### src/assert_macros.svh
// ----------------------------------------------------------------------------
// Assertion macros
// Shared concurrent assertion forms, clocked on clk and disabled in reset.
// ----------------------------------------------------------------------------
`ifndef ASSERT_MACROS_SVH
`define ASSERT_MACROS_SVH

// Check that prop holds in the same cycle whenever cond holds.
`define ASSERT_IMPLY(label, cond, prop, msg) \
    label: assert property (@(posedge clk) disable iff (!rst_n) (cond) |-> (prop)) \
        else $error(msg);

// Check that prop holds in the cycle after cond holds.
`define ASSERT_NEXT(label, cond, prop, msg) \
    label: assert property (@(posedge clk) disable iff (!rst_n) (cond) |=> (prop)) \
        else $error(msg);

`endif

### src/sro_pkg.sv
// ----------------------------------------------------------------------------
// sro_pkg
// Types, widths and codes for the slalom route offset block.
// ----------------------------------------------------------------------------
package sro_pkg;

    // Coordinate format: signed Q8.16
    localparam int COORD_BITS = 24;

    // Datapath widths
    localparam int DIFF_W   = COORD_BITS + 1;        // point difference magnitude, root
    localparam int SQ_W     = 2 * DIFF_W;            // sum of squares, products
    localparam int QUO_W    = COORD_BITS;            // offset quotient
    localparam int REM_W    = DIFF_W + 3;            // partial remainder
    localparam int SUM_W    = COORD_BITS + 2;        // offset sum before saturation
    localparam int CNT_W    = $clog2(DIFF_W);        // step counter

    // Configuration register widths
    localparam int BYPASS_W  = 23;
    localparam int MINLEN_W  = 17;
    localparam int CFG_W     = 23;
    localparam int CFG_IDX_W = 2;

    // Configuration register indexes
    localparam logic [CFG_IDX_W-1:0] CFG_BYPASS     = 2'd0;
    localparam logic [CFG_IDX_W-1:0] CFG_MIN_LEN    = 2'd1;
    localparam logic [CFG_IDX_W-1:0] CFG_FIRST_SIDE = 2'd2;

    // Configuration reset values
    localparam logic [BYPASS_W-1:0] BYPASS_RESET  = 23'd22938;
    localparam logic [MINLEN_W-1:0] MIN_LEN_RESET = 17'd66;

    // Point kinds
    localparam logic [1:0] KIND_START    = 2'd0;
    localparam logic [1:0] KIND_OBSTACLE = 2'd1;
    localparam logic [1:0] KIND_END      = 2'd2;

    typedef logic signed [COORD_BITS-1:0] coord_t;

    typedef struct packed {
        coord_t     point_x;
        coord_t     point_y;
        logic [1:0] point_kind;
    } point_in_t;

    typedef struct packed {
        coord_t out_x;
        coord_t out_y;
        logic   route_last;
    } point_out_t;

    // Clamp a widened sum to the coordinate range
    function automatic coord_t sat_coord(input logic signed [SUM_W-1:0] v);
        coord_t r;
        if (v[SUM_W-1:COORD_BITS-1] == '0 || v[SUM_W-1:COORD_BITS-1] == '1)
        begin
            r = v[COORD_BITS-1:0];
        end
        else if (v[SUM_W-1])
        begin
            r = {1'b1, {(COORD_BITS-1){1'b0}}};
        end
        else
        begin
            r = {1'b0, {(COORD_BITS-1){1'b1}}};
        end
        return r;
    endfunction

endpackage

### src/slalom_route_offset_top.sv
// ----------------------------------------------------------------------------
// slalom_route_offset_top
// Slalom route generator: offsets obstacle points sideways along the normal.
// ----------------------------------------------------------------------------
// Points enter one at a time: a start point, any number of obstacles, then an
// end point. A start point, or an end point with no obstacle waiting, passes
// through the S_ECHO state into the output register, and the next point is
// taken once the block is back in S_IDLE. An obstacle with none waiting is
// stored in its transfer cycle, and the next point may follow at once. An
// obstacle or end point that releases a waiting obstacle offers the offset
// point from the S_OFS state; an end point then passes through S_ECHO, so its
// own echo follows the offset point. One shared subtractor runs a 25-step
// square root of the squared direction length, then two 24-step divisions for
// the x and y offsets, and one shared 25 x 25 multiplier forms the squares and
// products. The point input stalls for the whole of that work. A finished
// result sits in an output register, and the next point is taken while it
// waits; while a full output register is stalled, S_OFS and S_ECHO wait,
// which delays the next result.

`include "assert_macros.svh"

module slalom_route_offset_top
    import sro_pkg::*;
(
    input  logic                 clk,
    input  logic                 rst_n,
    // point input channel
    input  logic                 point_valid,
    output logic                 point_stall,
    input  point_in_t            point,
    // route output channel
    output logic                 route_valid,
    input  logic                 route_stall,
    output point_out_t           route,
    // configuration write port
    input  logic                 cfg_wr_en,
    input  logic [CFG_IDX_W-1:0] cfg_index,
    input  logic [CFG_W-1:0]     cfg_wdata
);

    typedef enum logic [3:0] {
        S_IDLE,
        S_SQX,
        S_SQY,
        S_SUM,
        S_SQRT,
        S_CLAMP,
        S_MULX,
        S_NUMX,
        S_DIVX,
        S_MULY,
        S_NUMY,
        S_DIVY,
        S_OFS,
        S_ECHO
    } state_t;

    state_t              state_reg,      state_next;
    logic [CNT_W-1:0]    cnt_reg,        cnt_next;
    point_in_t           item_reg,       item_next;
    coord_t              prev_x_reg,     prev_x_next;
    coord_t              prev_y_reg,     prev_y_next;
    coord_t              pend_x_reg,     pend_x_next;
    coord_t              pend_y_reg,     pend_y_next;
    logic                pend_valid_reg, pend_valid_next;
    logic                side_reg,       side_next;
    logic [DIFF_W-1:0]   ax_reg,         ax_next;
    logic [DIFF_W-1:0]   ay_reg,         ay_next;
    logic                neg_x_reg,      neg_x_next;
    logic                neg_y_reg,      neg_y_next;
    logic [SQ_W-1:0]     prod_reg,       prod_next;
    logic [SQ_W-1:0]     src_reg,        src_next;
    logic [REM_W-1:0]    rem_reg,        rem_next;
    logic [DIFF_W-1:0]   acc_reg,        acc_next;
    logic [DIFF_W-1:0]   len_reg,        len_next;
    logic [QUO_W-1:0]    qx_reg,         qx_next;
    logic                route_valid_reg, route_valid_next;
    point_out_t          route_reg,      route_next;
    logic [BYPASS_W-1:0] bypass_reg,     bypass_next;
    logic [MINLEN_W-1:0] min_len_reg,    min_len_next;
    logic                first_neg_reg,  first_neg_next;

    logic                    point_xfer;
    logic                    route_free;
    logic signed [DIFF_W-1:0] dx;
    logic signed [DIFF_W-1:0] dy;
    logic [DIFF_W-1:0]       mul_a;
    logic [DIFF_W-1:0]       mul_b;
    logic [SQ_W-1:0]         mul_p;
    logic [REM_W-1:0]        sub_a;
    logic [REM_W-1:0]        sub_b;
    logic [REM_W:0]          sub_diff;
    logic                    sub_ok;
    logic [REM_W-1:0]        step_rem;
    logic [DIFF_W-1:0]       step_acc;
    logic [SQ_W-1:0]         num;
    logic [DIFF_W-1:0]       floor_len;
    logic                    neg_tx;
    logic                    neg_ty;
    logic signed [SUM_W-1:0] term_x;
    logic signed [SUM_W-1:0] term_y;
    logic signed [SUM_W-1:0] sum_x;
    logic signed [SUM_W-1:0] sum_y;

    // Handshake
    assign point_stall = (state_reg != S_IDLE);
    assign point_xfer  = point_valid && !point_stall;
    assign route_free  = !route_valid_reg || !route_stall;
    assign route_valid = route_valid_reg;
    assign route       = route_reg;

    // Direction from the previous point to the new one
    assign dx = DIFF_W'(point.point_x) - DIFF_W'(prev_x_reg);
    assign dy = DIFF_W'(point.point_y) - DIFF_W'(prev_y_reg);

    // Shared multiplier: squares, then bypass distance times each magnitude
    always_comb
    begin
        unique case (state_reg)
            S_SQX:
            begin
                mul_a = ax_reg;
                mul_b = ax_reg;
            end
            S_SQY:
            begin
                mul_a = ay_reg;
                mul_b = ay_reg;
            end
            S_MULX:
            begin
                mul_a = DIFF_W'(bypass_reg);
                mul_b = ax_reg;
            end
            default:
            begin
                mul_a = DIFF_W'(bypass_reg);
                mul_b = ay_reg;
            end
        endcase
    end

    assign mul_p = SQ_W'(mul_a) * SQ_W'(mul_b);

    // Shared trial subtractor: root digit or quotient bit
    always_comb
    begin
        if (state_reg == S_SQRT)
        begin
            sub_a = {rem_reg[REM_W-3:0], src_reg[SQ_W-1 -: 2]};
            sub_b = REM_W'({acc_reg, 2'b01});
        end
        else
        begin
            sub_a = {rem_reg[REM_W-2:0], src_reg[SQ_W-1]};
            sub_b = REM_W'(len_reg);
        end
    end

    assign sub_diff = {1'b0, sub_a} - {1'b0, sub_b};
    assign sub_ok   = !sub_diff[REM_W];
    assign step_rem = sub_ok ? sub_diff[REM_W-1:0] : sub_a;
    assign step_acc = {acc_reg[DIFF_W-2:0], sub_ok};

    // Rounded dividend and length floor
    assign num       = prod_reg + SQ_W'(len_reg >> 1);
    assign floor_len = (min_len_reg == '0) ? DIFF_W'(1) : DIFF_W'(min_len_reg);

    // Offset terms: qy comes from the accumulator, qx from its holding register
    assign neg_tx = neg_y_reg ^ ~side_reg;
    assign neg_ty = neg_x_reg ^ side_reg;
    assign term_x = neg_tx ? -SUM_W'(acc_reg[QUO_W-1:0]) : SUM_W'(acc_reg[QUO_W-1:0]);
    assign term_y = neg_ty ? -SUM_W'(qx_reg) : SUM_W'(qx_reg);
    assign sum_x  = SUM_W'(pend_x_reg) + term_x;
    assign sum_y  = SUM_W'(pend_y_reg) + term_y;

    // Sequencer and next-state logic
    always_comb
    begin
        state_next       = state_reg;
        cnt_next         = cnt_reg;
        item_next        = item_reg;
        prev_x_next      = prev_x_reg;
        prev_y_next      = prev_y_reg;
        pend_x_next      = pend_x_reg;
        pend_y_next      = pend_y_reg;
        pend_valid_next  = pend_valid_reg;
        side_next        = side_reg;
        ax_next          = ax_reg;
        ay_next          = ay_reg;
        neg_x_next       = neg_x_reg;
        neg_y_next       = neg_y_reg;
        prod_next        = prod_reg;
        src_next         = src_reg;
        rem_next         = rem_reg;
        acc_next         = acc_reg;
        len_next         = len_reg;
        qx_next          = qx_reg;
        route_next       = route_reg;
        bypass_next      = bypass_reg;
        min_len_next     = min_len_reg;
        first_neg_next   = first_neg_reg;

        // drop the output once it has been transferred
        route_valid_next = route_valid_reg && route_stall;

        // configuration writes
        if (cfg_wr_en)
        begin
            unique case (cfg_index)
                CFG_BYPASS:     bypass_next    = cfg_wdata[BYPASS_W-1:0];
                CFG_MIN_LEN:    min_len_next   = cfg_wdata[MINLEN_W-1:0];
                CFG_FIRST_SIDE: first_neg_next = cfg_wdata[0];
                default:        ;
            endcase
        end

        unique case (state_reg)
            S_IDLE:
            begin
                if (point_xfer)
                begin
                    item_next  = point;
                    ax_next    = dx[DIFF_W-1] ? DIFF_W'(-dx) : DIFF_W'(dx);
                    ay_next    = dy[DIFF_W-1] ? DIFF_W'(-dy) : DIFF_W'(dy);
                    neg_x_next = dx[DIFF_W-1];
                    neg_y_next = dy[DIFF_W-1];
                    unique case (point.point_kind)
                        KIND_START:
                        begin
                            state_next = S_ECHO;
                        end
                        KIND_OBSTACLE:
                        begin
                            if (pend_valid_reg)
                            begin
                                state_next = S_SQX;
                            end
                            else
                            begin
                                pend_x_next     = point.point_x;
                                pend_y_next     = point.point_y;
                                pend_valid_next = 1'b1;
                            end
                        end
                        KIND_END:
                        begin
                            state_next = pend_valid_reg ? S_SQX : S_ECHO;
                        end
                        default:
                        begin
                            state_next = S_IDLE;
                        end
                    endcase
                end
            end

            // squared length through the multiplier
            S_SQX:
            begin
                prod_next  = mul_p;
                state_next = S_SQY;
            end
            S_SQY:
            begin
                src_next   = prod_reg;
                prod_next  = mul_p;
                state_next = S_SUM;
            end
            S_SUM:
            begin
                src_next   = src_reg + prod_reg;
                rem_next   = '0;
                acc_next   = '0;
                cnt_next   = '0;
                state_next = S_SQRT;
            end

            // root, two bits of the radicand per step
            S_SQRT:
            begin
                rem_next = step_rem;
                acc_next = step_acc;
                src_next = src_reg << 2;
                cnt_next = cnt_reg + 1'b1;
                if (cnt_reg == CNT_W'(DIFF_W - 1))
                begin
                    state_next = S_CLAMP;
                end
            end
            S_CLAMP:
            begin
                len_next   = (acc_reg < floor_len) ? floor_len : acc_reg;
                state_next = S_MULX;
            end

            // x and y offsets: product, rounded dividend, division
            S_MULX:
            begin
                prod_next  = mul_p;
                state_next = S_NUMX;
            end
            S_MULY:
            begin
                prod_next  = mul_p;
                state_next = S_NUMY;
            end
            S_NUMX, S_NUMY:
            begin
                src_next   = {num[QUO_W-1:0], {(SQ_W-QUO_W){1'b0}}};
                rem_next   = REM_W'(num[SQ_W-1:QUO_W]);
                acc_next   = '0;
                cnt_next   = '0;
                state_next = (state_reg == S_NUMX) ? S_DIVX : S_DIVY;
            end
            S_DIVX, S_DIVY:
            begin
                rem_next = step_rem;
                acc_next = step_acc;
                src_next = src_reg << 1;
                cnt_next = cnt_reg + 1'b1;
                if (cnt_reg == CNT_W'(QUO_W - 1))
                begin
                    if (state_reg == S_DIVX)
                    begin
                        qx_next    = step_acc[QUO_W-1:0];
                        state_next = S_MULY;
                    end
                    else
                    begin
                        state_next = S_OFS;
                    end
                end
            end

            // emit the offset obstacle, then advance the route state
            S_OFS:
            begin
                if (route_free)
                begin
                    route_valid_next      = 1'b1;
                    route_next.out_x      = sat_coord(sum_x);
                    route_next.out_y      = sat_coord(sum_y);
                    route_next.route_last = 1'b0;
                    side_next             = ~side_reg;
                    if (item_reg.point_kind == KIND_OBSTACLE)
                    begin
                        prev_x_next = pend_x_reg;
                        prev_y_next = pend_y_reg;
                        pend_x_next = item_reg.point_x;
                        pend_y_next = item_reg.point_y;
                        state_next  = S_IDLE;
                    end
                    else
                    begin
                        state_next = S_ECHO;
                    end
                end
            end

            // echo a start or end point
            S_ECHO:
            begin
                if (route_free)
                begin
                    route_valid_next      = 1'b1;
                    route_next.out_x      = item_reg.point_x;
                    route_next.out_y      = item_reg.point_y;
                    route_next.route_last = (item_reg.point_kind == KIND_END);
                    prev_x_next           = item_reg.point_x;
                    prev_y_next           = item_reg.point_y;
                    pend_valid_next       = 1'b0;
                    if (item_reg.point_kind == KIND_START)
                    begin
                        side_next = first_neg_reg;
                    end
                    state_next = S_IDLE;
                end
            end

            default:
            begin
                state_next = S_IDLE;
            end
        endcase
    end

    // State and registered outputs
    always_ff @(posedge clk or negedge rst_n)
    begin
        if (!rst_n)
        begin
            state_reg       <= S_IDLE;
            cnt_reg         <= '0;
            item_reg        <= '0;
            prev_x_reg      <= '0;
            prev_y_reg      <= '0;
            pend_x_reg      <= '0;
            pend_y_reg      <= '0;
            pend_valid_reg  <= 1'b0;
            side_reg        <= 1'b0;
            ax_reg          <= '0;
            ay_reg          <= '0;
            neg_x_reg       <= 1'b0;
            neg_y_reg       <= 1'b0;
            prod_reg        <= '0;
            src_reg         <= '0;
            rem_reg         <= '0;
            acc_reg         <= '0;
            len_reg         <= '0;
            qx_reg          <= '0;
            route_valid_reg <= 1'b0;
            route_reg       <= '0;
            bypass_reg      <= BYPASS_RESET;
            min_len_reg     <= MIN_LEN_RESET;
            first_neg_reg   <= 1'b0;
        end
        else
        begin
            state_reg       <= state_next;
            cnt_reg         <= cnt_next;
            item_reg        <= item_next;
            prev_x_reg      <= prev_x_next;
            prev_y_reg      <= prev_y_next;
            pend_x_reg      <= pend_x_next;
            pend_y_reg      <= pend_y_next;
            pend_valid_reg  <= pend_valid_next;
            side_reg        <= side_next;
            ax_reg          <= ax_next;
            ay_reg          <= ay_next;
            neg_x_reg       <= neg_x_next;
            neg_y_reg       <= neg_y_next;
            prod_reg        <= prod_next;
            src_reg         <= src_next;
            rem_reg         <= rem_next;
            acc_reg         <= acc_next;
            len_reg         <= len_next;
            qx_reg          <= qx_next;
            route_valid_reg <= route_valid_next;
            route_reg       <= route_next;
            bypass_reg      <= bypass_next;
            min_len_reg     <= min_len_next;
            first_neg_reg   <= first_neg_next;
        end
    end

    // Root remainder never exceeds twice the partial root plus one
    `ASSERT_IMPLY(a_sqrt_rem_bound, state_reg == S_SQRT, (rem_reg >> 1) <= REM_W'(acc_reg), "root remainder out of bound")
    // Division remainder stays below the divisor
    `ASSERT_IMPLY(a_div_rem_bound, state_reg == S_DIVX || state_reg == S_DIVY, rem_reg < REM_W'(len_reg), "division remainder not below length")
    // Clamped length is never zero
    `ASSERT_IMPLY(a_len_nonzero, state_reg == S_MULX, len_reg != '0, "zero divisor after clamp")
    // An offset obstacle leaves the output register unmarked as last
    `ASSERT_NEXT(a_ofs_not_last, state_reg == S_OFS && route_free, route_valid_reg && !route_reg.route_last, "offset point marked last")

endmodule
### config.mk
export PLATFORM = sky130hd
export DESIGN_NAME = slalom_route_offset_top
export DESIGN_NICKNAME = d
export VERILOG_FILES = /design/src/sro_pkg.sv /design/src/slalom_route_offset_top.sv
export VERILOG_INCLUDE_DIRS = /design/src /design/src/src
export SDC_FILE = /design/constraint.sdc
export NUM_CORES = 2
export LEC_CHECK = 0
export ABC_AREA = 0
export BUFFER_PORTS_ARGS = -buffer_cell sky130_fd_sc_hd__buf_2
export CAP_MARGIN = 20
export CORE_MARGIN = 3
export CORE_UTILIZATION = 27
export CTS_BUF_LIST = sky130_fd_sc_hd__clkbuf_4
export DETAILED_ROUTE_END_ITERATION = 10
export SLEW_MARGIN = 15
export SYNTH_ARGS = -nofsm -noshare
export SYNTH_HDL_FRONTEND = slang
export SYNTH_SLANG_ARGS = --single-unit
### constraint.sdc
create_clock -name clk -period 14.5 [get_ports clk]
set_input_delay 1.45 -clock clk [delete_from_list [all_inputs] [get_ports clk]]
set_output_delay 1.45 -clock clk [all_outputs]
set_load 0.005 [all_outputs]
# Yosys cells after proc, flatten, opt, wreduce, memory -nomap -nowiden
# Index checks and enable logic that the tools add are counted.
# classes
add_sub_neg	12
multipliers	1
n_lt_le_gt_ge	1
n_eq_ne	33
muxes	64
bitwise	3
reduce_logical	41
# op_table
op	n
$mux W24	20
$pmux W50 S5	1
$pmux W24 S2	4
$mux W25	4
$pmux W25 S2	2
$mux W49	2
$pmux W49 S2	1
$pmux W27 S3	1
$mux W27	2
$add A24 B26 Y26	2
$mux W26	2
$neg A24 Y26	2
$add A50 B24 Y50	1
$add A50 B50 Y50	1
$mul A25 B25 Y50	1
$neg A25 Y25	2
$sub A24 B24 Y25	2
$pmux W4 S12	1
$mux W4	8
$sub A28 B27 Y29	1
$mux W28	1
$lt A25 B17 Y1	1
$eq A4 B4 Y1 const B	6
$logic_not A17 Y1	1
37 further kinds	86
# totals
regBits	501
input_bits	80

# Logic depth before layout (Yosys ltp)
# logic_depth
ltp_word	9
mapped_depth	34

# Least setup slack after synthesis
# Ideal clock, no wire load.
# synth_timing
path_kind	flip-flop to flip-flop
startpoint	register state_reg[2]
endpoint	register prod_reg[46]
arrival_time_ns	8.140
setup_slack_ns	6.277
path_stages_with_launch	32
n_path_buf	3
cell_sequence	dfrtp_1 clkbuf_1 and3_1 a21oi_1 nor2_1 buf_1 mux2i_1 clkbuf_1 nor2_1 fa_1 fa_1 inv_1 fa_1 inv_1 fa_1 inv_1 fa_1 inv_1 fa_1 inv_1 fa_1 inv_1 ha_1 nand3_1 or4_1 o22ai_1 nor2_1 o211a_1 o311ai_0 a31oi_1 xor2_1 o21ai_0
# synth_via
elab_chain_len	4
elab_cells_between_ends	9
# synth_lines
item	line_no	source
start: declaration	slalom_route_offset_top.sv:58	state_t state_reg, state_next;
start signal: assignment	slalom_route_offset_top.sv:420	state_reg <= state_next;
$eq A4 B3 Y1 or $eq A4 B1 Y1 (tied branches)	slalom_route_offset_top.sv:119, slalom_route_offset_top.sv:218	
$reduce_or A2 Y1 (no line)	-	
$mux W25	slalom_route_offset_top.sv:119	unique case (state_reg)
$mul A25 B25 Y50	slalom_route_offset_top.sv:143	assign mul_p = SQ_W'(mul_a) * SQ_W'(mul_b);
end signal: assignment	slalom_route_offset_top.sv:433	prod_reg <= prod_next;
end: declaration	slalom_route_offset_top.sv:71	logic [SQ_W-1:0] prod_reg, prod_next;
# Parallel ways exist; a longest one is shown, timed or not.
# A chain may end at the register's enable or synchronous reset.

# Worst setup path after layout
# layout_timing
startpoint	register state_reg[0]
endpoint	register prod_reg[46]
# The elaborated chain is that of the path after synthesis.

==> Implementation_results.wiki <==
{| class="wikitable"
! Metric !! Value
|-
| Outcome || finished, final reports clean
|-
| Depth of the CTS H-tree || 4
|-
| Global Route met1 Usage || 25.89%
|-
| Area share of the largest cell type after synthesis || 21.56%
|-
| Hold buffers post-CTS || 0
|-
| Kind of launch point of the worst setup path || register
|-
| Portion of the clock cycle consumed by the worst path in the final layout || 70.40%
|-
| Slowest cell on crit path || sky130_fd_sc_hd__dfrtp_1
|-
| Unrepaired setup endpoints after global routing || false
|-
| Actual transition at the worst max-transition pin || 1124 ps
|-
| Most frequently used flop master after synthesis || sky130_fd_sc_hd__dfrtp_1
|-
| Relative slew slack || 25.04%
|-
| Post-DP HPWL || 161.7 mm
|-
| Fmax achieved || 97.97 MHz
|-
| Share of layout cells above drive strength 1 || 9.116%
|-
| Number of synthesized flops with an enable pin || 0
|-
| Post-Synthesis Net Count || 7875
|-
| Post-CTS repair timing setup buffer count || 0
|-
| Setup violation total in the final timing report || 0
|-
| Clock tree buffer depth || 3
|-
| Setup TNS after final layout || 0 ps
|-
| Req. time, crit path || 15510 ps
|-
| Met3 global-route usage || 3.501%
|-
| DRT Wirelength || 210.1 mm
|-
| Clk slew on worst S/H paths || 70 ps
|-
| Max-slew violation count || 0
|-
| Power density normalized to cell area || 72.06 nW/um^2
|-
| Synth Cell Area || 56990 sq um
|-
| Leading area contributor after synthesis || sky130_fd_sc_hd__dfrtp_1
|-
| Nets@finish || 7883
|-
| Leading post-synthesis cells by instance count || sky130_fd_sc_hd__nand2_1, sky130_fd_sc_hd__inv_1, sky130_fd_sc_hd__nor2_1, sky130_fd_sc_hd__fa_1, sky130_fd_sc_hd__dfrtp_1
|-
| Clock tree from TritonCTS || built
|-
| Chip height || 465.4 um
|-
| Clock latency on the worst-skew pair || 1130 ps
|-
| Distinct cell type count of the synthesized netlist || 98
|-
| Gpl congestion || 0.9419
|-
| Leading cell type by number of instances after synthesis || sky130_fd_sc_hd__nand2_1
|-
| Total of flip-flops plus latches after synthesis || 501
|-
| Maximum number of pins on one net before global-route repair || 138
|-
| Detailed router's first-iteration violation count || 4873
|-
| Type of element capturing the critical path || register
|-
| Remaining Overflow, GRT || 0
|-
| Initial core utilization || 27.17%
|-
| Worst IR drop on VDD || 65.64 uV
|-
| Worst min-delay path class || input pin to asynchronous set/reset pin
|-
| Met2 Resource Use GR || 29.27%
|-
| Routed wirelength normalized by instance count || 21.43 um
|-
| Yosys synthesis warning count || 0
|-
| Shortest clock period the worst path allows after layout || 10210 ps
|-
| WS Path Type || register to register
|-
| Delay of the slowest cell on the worst path || 860 ps
|-
| Total routing usage reported by global routing || 19.05%
|-
| Sequential fraction of the synthesis area || 22.02%
|-
| Wire length of the first global-routing pass || 319.2 mm
|-
| CTS buffer count || 147
|-
| Via count of the first global-routing pass || 51090
|-
| Overall die area || 216600 sq um
|-
| DRC || 0
|-
| Floorplan Core Area || 209800 sq um
|-
| Root Driver || sky130_fd_sc_hd__clkbuf_4
|-
| Mapped Cells || 6857
|-
| I/O Buffers || 130
|-
| Largest cells by area after synthesis || sky130_fd_sc_hd__dfrtp_1, sky130_fd_sc_hd__fa_1, sky130_fd_sc_hd__ha_1
|-
| Reported leakage power || 29.46 nW
|-
| Via density per instance || 5.224
|-
| Count of instances resized after the clock tree is built || 0
|-
| Boundary pin count || 131
|-
| Arrival time at the worst endpoint || 11220 ps
|-
| Overall die width || 465.4 um
|-
| Routed via count || 51220
|-
| Share of the core filled with cells in the final layout || 29.86%
|-
| Largest driver fanout on the critical path || 28
|-
| Initial antenna violation count || 26
|-
| Clock tree skew after final layout || 80.74 ps
|-
| Most utilized layer in the global route result || met2
|-
| Most frequent cell on the critical path || sky130_fd_sc_hd__fa_1
|-
| DRT Pass-1 Iters || 6
|-
| Ys async rst share || 100.0%
|-
| Sink count of the clock tree || 501
|-
| Row Count || 168
|-
| Mean instance size in the synthesized netlist || 8.312 sq um
|-
| Layout Area Growth over Synthesis || 9.896%
|-
| Number of hold violations in the final report || 0
|-
| Post-DRT Antenna Nets || 0
|-
| Max-cap check violation count || 0
|}
worst max-delay path, delay by kind of cell, from the launching register on:
family / cells / cell delay (ps)
adders and majority gates: 8 / 3980
AOI/OAI and AO/OA: 7 / 2200
and+or+nand+nor: 6 / 2130
DFF: 1 / 860
buffers and inverters: 7 / 750
xor gates and xnor gates: 1 / 160
cells in the final DEF (no fill, tap or decap), types with 20 or more instances in the layout:
cell	netlist	final
sky130_fd_sc_hd__ha_1	405	405
sky130_fd_sc_hd__clkbuf_4	0	206
sky130_fd_sc_hd__dfrtp_1	491	490
sky130_fd_sc_hd__mux2_2	92	92
sky130_fd_sc_hd__a21o_1	163	163
sky130_fd_sc_hd__xor2_1	136	136
sky130_fd_sc_hd__a211oi_1	44	44
sky130_fd_sc_hd__a21oi_1	433	428
sky130_fd_sc_hd__o22ai_1	64	63
sky130_fd_sc_hd__nor4_1	20	20
sky130_fd_sc_hd__mux2i_1	128	120
sky130_fd_sc_hd__nand3_1	85	83
sky130_fd_sc_hd__o221ai_1	30	30
sky130_fd_sc_hd__xnor2_1	173	173
sky130_fd_sc_hd__nand4_1	54	54
sky130_fd_sc_hd__or3_1	35	35
sky130_fd_sc_hd__a221o_1	24	24
sky130_fd_sc_hd__diode_2	0	23
sky130_fd_sc_hd__nand2_1	1104	1102
sky130_fd_sc_hd__fa_1	533	533
sky130_fd_sc_hd__nor2_1	604	598
sky130_fd_sc_hd__a31oi_1	93	93
sky130_fd_sc_hd__o31ai_1	26	26
sky130_fd_sc_hd__o21bai_1	27	27
sky130_fd_sc_hd__o211ai_1	39	39
sky130_fd_sc_hd__a22o_1	22	22
sky130_fd_sc_hd__buf_2	10	129
sky130_fd_sc_hd__nand2b_1	39	39
sky130_fd_sc_hd__o21ai_0	371	371
sky130_fd_sc_hd__and2_1	45	45
sky130_fd_sc_hd__nor2b_1	28	28
sky130_fd_sc_hd__o21a_1	44	44
sky130_fd_sc_hd__nor3_1	76	72
sky130_fd_sc_hd__a221oi_1	41	41
sky130_fd_sc_hd__buf_4	5	94
sky130_fd_sc_hd__and3_1	42	41
sky130_fd_sc_hd__clkinv_1	0	31
sky130_fd_sc_hd__inv_1	752	752
area by class of cell:
class                           instances  area (sq um)
Clock inverter                         55         325.3
Timing Repair Buffer                  228          1445
Fill cell                           22560        147100
Inverter                              754          2830
Sequential cell                       501         12550
Antenna cell                           23         57.56
Multi-Input combinational cell       5233         40370
Clock buffer                          206          1546
Tap cell                             2805          3510
final timing paths:
check / startpoint / end / slack [ps] / cells past startpoint
min: rst_n / route[26] / 420 / 1
max: state_reg[0] / prod_reg[46] / 4290 / 29
max in group asynchronous: rst_n / rem_reg[8] / 11730 / 3
min in group clk: prev_y_reg[11] / prev_y_reg[11] / 480 / 1
max reg2reg: state_reg[0] / prod_reg[46] / 4290 / 29
min reg2reg: prev_y_reg[11] / prev_y_reg[11] / 480 / 1
layer usage:
metal  up-vias  wire length (um)
met2      2046             91960
met5         -                 7
met4         2             10230
met1     25540             91880
li1      23180                 -
met3       461             16040
metrics by stage:
step	area [sq um]	hold WS, ps	cells	worst slack (ps)	power (mW)
final	62640	419.7	9805	4292	4.513
after global routing	62630	394.0	9802	3827	4.776
after CTS	62510	299.2	9777	4486	4.531
after detailed placement	60640	466.4	9516	4514	3.102
after global placement	60620	452.5	9515	4632	3.075
after floorplan	56990	448.4	6857	6277	2.611
where the power goes:
part | switching, mW | internal [mW]
combinational | 0.914 | 0.563
sequential | 0.134 | 1.50
clock | 0.691 | 0.713
total | 1.74 | 2.77
cell families after synthesis:
logic type                 Yosys count  share of synthesized area [%]
DFF                                501                          22.02
buffers and inverters             1123                          7.477
and+or+nand+nor                   2206                          16.64
adders and majority gates          938                          27.61
AOI/OAI and AO/OA                 1559                          17.40
xor gates and xnor gates           310                          4.777
muxes                              220                          4.066
Note: power is estimated with default switching activity, not from simulation.
